File: config.mk
export PLATFORM = sky130hd
export DESIGN_NAME = tfn_isqrt
export DESIGN_NICKNAME = d
export VERILOG_FILES = /design/src/rtl/tfn_pkg.sv /design/src/rtl/tfn_isqrt.sv
export SDC_FILE = /design/constraint.sdc
export NUM_CORES = 2
export LEC_CHECK = 0
export BUFFER_PORTS_ARGS = -buffer_cell sky130_fd_sc_hd__buf_2
export CORE_UTILIZATION = 56
export CTS_BUF_LIST = sky130_fd_sc_hd__clkbuf_4 sky130_fd_sc_hd__clkbuf_8
export DETAILED_ROUTE_END_ITERATION = 7
export PLACE_DENSITY = 0.73
export SYNTH_ARGS = -nofsm -noshare
export SYNTH_HDL_FRONTEND = slang
export SYNTH_SLANG_ARGS = --single-unit
File: constraint.sdc
create_clock -name clock -period 8.03 [get_ports clock]
set_input_delay 0.4015 -clock clock [delete_from_list [all_inputs] [get_ports clock]]
set_output_delay 0.4015 -clock clock [all_outputs]
set_load 0.005 [all_outputs]
File: src/rtl/tfn_pkg.sv
// tfn_pkg: widths, item types and shared constants for the triangle face normal block
// used by every module under rtl; depends on nothing
package tfn_pkg;

   localparam int COORD_WIDTH  = 32;
   localparam int NORMAL_WIDTH = 32;

   localparam int CW    = COORD_WIDTH;
   localparam int NW    = NORMAL_WIDTH;
   localparam int XW    = 2 * CW + 1;          // cross product magnitude
   localparam int PW    = 2 * CW;              // edge product magnitude
   localparam int LW    = $clog2(XW + 1);      // bit length of a cross magnitude
   localparam int NB    = 31;                  // bits of a scaled magnitude
   localparam int SW    = 2 * NB + 2;          // sum of squares
   localparam int RW    = SW / 2;              // square root
   localparam int FW    = NW - 2;              // fraction bits of the normal
   localparam int QW    = FW + 1;              // quotient magnitude
   localparam int NUMW  = NB + FW + 1;         // dividend
   localparam int IPS   = 2;                   // iterations per stage
   localparam int SQ_ST = (RW + IPS - 1) / IPS;
   localparam int DV_ST = (QW + IPS - 1) / IPS;

   typedef struct packed {
      logic signed [CW-1:0] a_x;
      logic signed [CW-1:0] a_y;
      logic signed [CW-1:0] a_z;
      logic signed [CW-1:0] b_x;
      logic signed [CW-1:0] b_y;
      logic signed [CW-1:0] b_z;
      logic signed [CW-1:0] c_x;
      logic signed [CW-1:0] c_y;
      logic signed [CW-1:0] c_z;
   } req_type;

   typedef struct packed {
      logic signed [NW-1:0] normal_x;
      logic signed [NW-1:0] normal_y;
      logic signed [NW-1:0] normal_z;
      logic                 degenerate;
   } rsp_type;

   typedef struct packed {
      logic [2:0][XW-1:0] mag;
      logic [2:0]         neg;
   } cross_type;

   typedef struct packed {
      logic [2:0][NB-1:0] m;
      logic [2:0]         neg;
      logic               degen;
   } side_type;

endpackage

File: src/rtl/tfn_isqrt.sv
// tfn_isqrt: pipelined digit-by-digit integer square root, two result bits a stage
// depends on tfn_pkg
module tfn_isqrt (
   input  logic                   clock,
   input  logic                   reset,
   input  logic                   en,
   input  logic                   in_valid,
   input  tfn_pkg::side_type      in_side,
   input  logic [tfn_pkg::SW-1:0] in_sum,
   output logic                   out_valid,
   output tfn_pkg::side_type      out_side,
   output logic [tfn_pkg::RW-1:0] out_root
);

   localparam int REMW = tfn_pkg::RW + 3;

   typedef struct packed {
      logic [tfn_pkg::SW-1:0] x;
      logic [REMW-1:0]        rem;
      logic [tfn_pkg::RW-1:0] root;
   } sq_type;

   sq_type            st_ff [tfn_pkg::SQ_ST];
   sq_type            st_in [tfn_pkg::SQ_ST];
   tfn_pkg::side_type sd_ff [tfn_pkg::SQ_ST];
   logic [tfn_pkg::SQ_ST-1:0] v_ff;

   function automatic sq_type sq_step(sq_type a);
      sq_type          b;
      logic [REMW-1:0] r2;
      logic [REMW-1:0] tr;
      r2  = {a.rem[REMW-3:0], a.x[tfn_pkg::SW-1:tfn_pkg::SW-2]};
      tr  = {1'b0, a.root, 2'b01};
      b.x = a.x << 2;
      if (r2 >= tr) begin
         b.rem  = r2 - tr;
         b.root = {a.root[tfn_pkg::RW-2:0], 1'b1};
      end else begin
         b.rem  = r2;
         b.root = {a.root[tfn_pkg::RW-2:0], 1'b0};
      end
      return b;
   endfunction

   for (genvar s = 0; s < tfn_pkg::SQ_ST; s++) begin : g_st
      sq_type src;
      if (s == 0) begin : g_first
         assign src = '{x: in_sum, rem: '0, root: '0};
      end else begin : g_next
         assign src = st_ff[s-1];
      end
      always_comb begin
         sq_type cur;
         cur = src;
         for (int k = 0; k < tfn_pkg::IPS; k++) begin
            if (s * tfn_pkg::IPS + k < tfn_pkg::RW) begin
               cur = sq_step(cur);
            end
         end
         st_in[s] = cur;
      end
      always_ff @(posedge clock) begin
         if (en) begin
            st_ff[s] <= st_in[s];
            sd_ff[s] <= (s == 0) ? in_side : sd_ff[(s == 0) ? 0 : s-1];
         end
      end
   end

   always_ff @(posedge clock) begin
      if (reset) begin
         v_ff <= '0;
      end else if (en) begin
         v_ff <= {v_ff[tfn_pkg::SQ_ST-2:0], in_valid};
      end
   end

   assign out_valid = v_ff[tfn_pkg::SQ_ST-1];
   assign out_side  = sd_ff[tfn_pkg::SQ_ST-1];
   assign out_root  = st_ff[tfn_pkg::SQ_ST-1].root;

endmodule

==> metrics.yaml <==
effective_utilization_at_floorplan_pct: 56.29
internal-power_w: 0.03036
route.detailed.vias_per_inst: 5.675
worst_slew_pin_slew_ns: 1.205
synth_warnings: 0
critical_path_peak_fanout: 39
maxCapViolations: 0
timing.setup.critical_path_class: "flop to flop"
design.core.area_um2: 227300
clock_latency_ns: 1.09
dr.first_iter.drc_count: 6200
worstReg2RegStart: "st_ff[0][891]"
synth.yosys.seq_area_share_pct: 65.43
synth_seq_cells: 2793
power.share.clock_pct: 26.8
floorplan.die.width_um: 480.0
synth_area_um2: 127900
slew_viol_final: 0
cpLargestDelayFamily: "simple AND/OR/NAND/NOR gates"
fin_worst_skew_ns: 0.1133
ir_worst_vdd_mv: 0.1926
gp_congestion: 0.9789
avgRoutedWirePerCell_um: 20.16
htreeDepth: 5
worstPathBufferInverterCount: 4
ant_nets: 0
grt.total_usage_pct: 23.85
timing.slew.headroom_pct: 18.94
global_route_congestion_overflow_total: 0
worstRegToRegCells: 20
flow.area_growth_from_synthesis_pct: 12.96
data_arrival_critical_path_ns: 7.87
whs_ns: 0.09943
die_h_um: 480.0
route.detailed.drc: 0
placement.io_buffers: 294
powerDensity_nw_per_um2: 309.5
post-route-min-period_ns: 7.150
detail_route.first_pass.iterations: 5
cts_tree: "built"
leakage_power_nw: 54.48
power.share.combinational_pct: 30.2
grt_antenna_before_repair: 10
worst_hold_path_type: "input pin to flop"
clk_pin_slew_worst_paths_ns: 0.06
ctsResizeCount: 0
via_count: 78422
finish.cell_count_without_fillers: 13818
power.net_switching_w: 0.01437
fin_crit_sh_pct: 89.05
cp_data_required_time_ns: 8.75
root_buffer: "sky130_fd_sc_hd__clkbuf_8"
post_route_wl_um: 278500
crit_path_top_delay_cell: "sky130_fd_sc_hd__nor4_1"
cp-startpoint: "st_ff[0][891]"
dp_hpwl_um: 195100
io-pin-count: 295
path_depth: 20
synth_enable_flop_cells: 2777
finalSetupViolations: 0
worst_setup_path_start_kind: "flop"
post_route_setup_tns_ns: 0
postSynthCellCount: 9631
nFillCells: 16695
design.die.area_um2: 230400
max_freq_mhz: 139.9
synth_area_per_cell_um2: 13.28
run_status: "completed"
grt_first_pass_wirelength_um: 429400
design.final.nets: 11188
finalHoldViolCount: 0
worst_setup_path_end_kind: "flop"
placementRows: 175
whs_path_depth: 2
clock_tree_buf_depth: 4
async_flop_share_pct: 0
power.sequential.fraction_pct: 43.0
switching_share_pct: 32.13
drive_above_1_share_pct: 12.01
cts_sinks: 2793
grt_max_degree: 195
numCtsBuffers: 439
min_from: "in_side[27]"
number_of_different_library_cells_in_the_post_synthesis_netlist: 109
dpl.cell_count: 12736
critPathMaxStageDelay_ns: 0.57
critical_path.cell_chain: "inv_1 -> ha_1 -> or2_2 -> a21oi_1 -> o31ai_1 -> a2111oi_1 -> buf_4 -> o21ai_2 -> inv_1 -> o21ai_0 -> ha_1 -> nand3_1 -> nor4_1 -> nand4_1 -> or3_1 -> o2111ai_2 -> buf_4 -> or4b_1 -> a211oi_1 -> xor2_1"
first_global_vias: 77359
ys.flop_type: "sky130_fd_sc_hd__edfxtp_1"
rsz0062_at_grt: "false"
cell families after synthesis:
logic type | synth area share, %
buffers and inverters | 2.692
AOI/OAI and AO/OA | 10.40
adders and majority gates | 5.448
and+or+nand+nor | 9.890
muxes | 1.072
other | 0.002931
DFF | 65.43
xor gates and xnor gates | 5.066
final timing paths:
kind / end / slack [ns]
worst min register to register: sd_ff[0][262] / 0.36
worst max-delay path: st_ff[1][61] / 0.88
worst min-delay path: sd_ff[0][27] / 0.1
worst max register to register: st_ff[1][61] / 0.88
per-stage QoR:
stage,total power [W],instance area (um^2),setup slack [ns],util [%]
after floorplan,0.02892,127900,1.295,-
after global routing,0.04725,144500,0.3032,63.58
after global placement,0.03250,132700,1.009,58.40
final,0.04473,144500,0.8797,63.58
after detailed placement,0.03264,132700,0.9603,58.40
after CTS,0.04491,144500,0.8897,63.57
power groups by stage:
| stage | clock network, W | logic, W | registers (W) |
|---|---|---|---|
| detailed placement | 0 | 0.0131 | 0.0195 |
| global route | 0.0130 | 0.0149 | 0.0194 |
| CTS | 0.0123 | 0.0134 | 0.0192 |
| floorplan | 0 | 0.0100 | 0.0189 |
| global placement | 0 | 0.0130 | 0.0195 |
| finish | 0.0120 | 0.0135 | 0.0192 |
sequential cells by signal, indices dropped and copies added (netlist names):
name / count
v_ff: 16
sd_ff: 1552
st_ff: 1225
synth_stat cells, types with 20 or more instances:
library cell / n / area [um^2]
sky130_fd_sc_hd__a31oi_1: 65 / 406.6
sky130_fd_sc_hd__mux2_1: 21 / 236.5
sky130_fd_sc_hd__o31a_1: 21 / 183.9
sky130_fd_sc_hd__xnor2_1: 483 / 4230
sky130_fd_sc_hd__a31o_2: 20 / 175.2
sky130_fd_sc_hd__mux2_2: 67 / 754.5
sky130_fd_sc_hd__or3_1: 73 / 456.7
sky130_fd_sc_hd__nor3b_1: 28 / 210.2
sky130_fd_sc_hd__inv_1: 470 / 1764
sky130_fd_sc_hd__and2_1: 49 / 306.5
sky130_fd_sc_hd__nand4b_1: 20 / 175.2
sky130_fd_sc_hd__nand2_1: 648 / 2432
sky130_fd_sc_hd__nand3_1: 187 / 935.9
sky130_fd_sc_hd__buf_4: 102 / 765.7
sky130_fd_sc_hd__nand3b_1: 27 / 202.7
sky130_fd_sc_hd__a21o_1: 268 / 2012
sky130_fd_sc_hd__or2_2: 53 / 331.6
sky130_fd_sc_hd__o31ai_1: 65 / 488.0
sky130_fd_sc_hd__o41ai_1: 23 / 201.4
sky130_fd_sc_hd__and4_1: 32 / 280.3
sky130_fd_sc_hd__clkbuf_1: 162 / 608.1
sky130_fd_sc_hd__ha_1: 557 / 6969
sky130_fd_sc_hd__buf_1: 23 / 86.33
sky130_fd_sc_hd__a21oi_1: 614 / 3073
sky130_fd_sc_hd__nor2b_1: 88 / 550.5
sky130_fd_sc_hd__nand2b_1: 95 / 594.3
sky130_fd_sc_hd__o211ai_1: 35 / 262.8
sky130_fd_sc_hd__and3_1: 65 / 406.6
sky130_fd_sc_hd__xor2_1: 257 / 2251
sky130_fd_sc_hd__a21boi_0: 27 / 202.7
sky130_fd_sc_hd__edfxtp_1: 2777 / 83390
sky130_fd_sc_hd__o21bai_1: 72 / 540.5
sky130_fd_sc_hd__nor3_1: 210 / 1051
sky130_fd_sc_hd__nor4_1: 103 / 644.4
sky130_fd_sc_hd__a211oi_1: 65 / 488.0
sky130_fd_sc_hd__or4_1: 40 / 300.3
sky130_fd_sc_hd__o21a_1: 87 / 653.1
sky130_fd_sc_hd__nand4_1: 114 / 713.2
sky130_fd_sc_hd__mux2i_1: 38 / 380.4
sky130_fd_sc_hd__a2111oi_0: 24 / 210.2
sky130_fd_sc_hd__nor2_1: 628 / 2357
sky130_fd_sc_hd__o21ai_0: 467 / 2337
sky130_fd_sc_hd__buf_2: 26 / 130.1
placed cells by master, fill, tap and decap left out, types with 293 or more instances in the layout:
cell type,netlist,layout
sky130_fd_sc_hd__a21oi_1,614,614
sky130_fd_sc_hd__buf_2,26,293
sky130_fd_sc_hd__clkbuf_8,0,443
sky130_fd_sc_hd__dlygate4sd3_1,0,298
sky130_fd_sc_hd__edfxtp_1,2777,2777
sky130_fd_sc_hd__ha_1,557,557
sky130_fd_sc_hd__inv_1,470,470
sky130_fd_sc_hd__nand2_1,648,648
sky130_fd_sc_hd__nor2_1,628,627
sky130_fd_sc_hd__o21ai_0,467,466
sky130_fd_sc_hd__xnor2_1,483,483
per-layer routing:
metal | wire (um) | vias to the layer above | GRT usage [%]
li1 | - | 38003 | -
met1 | 123900 | 37623 | 32.64
met2 | 130900 | 2270 | 38.94
met3 | 14720 | 522 | 3.745
met4 | 8970 | 4 | 8.162
met5 | 33 | - | 0
worst register-to-register path, cell delays in order, from the launching register on:
cell	delay (ns)
sky130_fd_sc_hd__edfxtp_1	0.47
sky130_fd_sc_hd__inv_1	0.10
sky130_fd_sc_hd__ha_1	0.36
sky130_fd_sc_hd__or2_2	0.30
sky130_fd_sc_hd__a21oi_1	0.22
sky130_fd_sc_hd__o31ai_1	0.18
sky130_fd_sc_hd__a2111oi_1	0.44
sky130_fd_sc_hd__buf_4	0.20
sky130_fd_sc_hd__o21ai_2	0.06
sky130_fd_sc_hd__inv_1	0.54
sky130_fd_sc_hd__o21ai_0	0.40
sky130_fd_sc_hd__ha_1	0.46
sky130_fd_sc_hd__nand3_1	0.11
sky130_fd_sc_hd__nor4_1	0.57
sky130_fd_sc_hd__nand4_1	0.29
sky130_fd_sc_hd__or3_1	0.46
sky130_fd_sc_hd__o2111ai_2	0.21
sky130_fd_sc_hd__buf_4	0.43
sky130_fd_sc_hd__or4b_1	0.53
sky130_fd_sc_hd__a211oi_1	0.32
sky130_fd_sc_hd__xor2_1	0.13
final cells by class:
type | count | area (um^2) | share of cell area [%]
antenna | 6 | 15.01 | 0.01039
timing repair buffer | 708 | 5603 | 3.877
inverter | 484 | 1821 | 1.260
clock buffer | 578 | 7111 | 4.921
multi-input combinational | 6040 | 40820 | 28.25
clock inverter | 200 | 1663 | 1.151
sequential | 2793 | 83710 | 57.93
tap | 3009 | 3765 | 2.605
what timing repair did:
action                                 in CTS  in global routing
endpoints found under the hold margin     325                  1
buffers inserted                            0                  0
hold buffers                              297                  1
(Power assumes the default switching activity.)
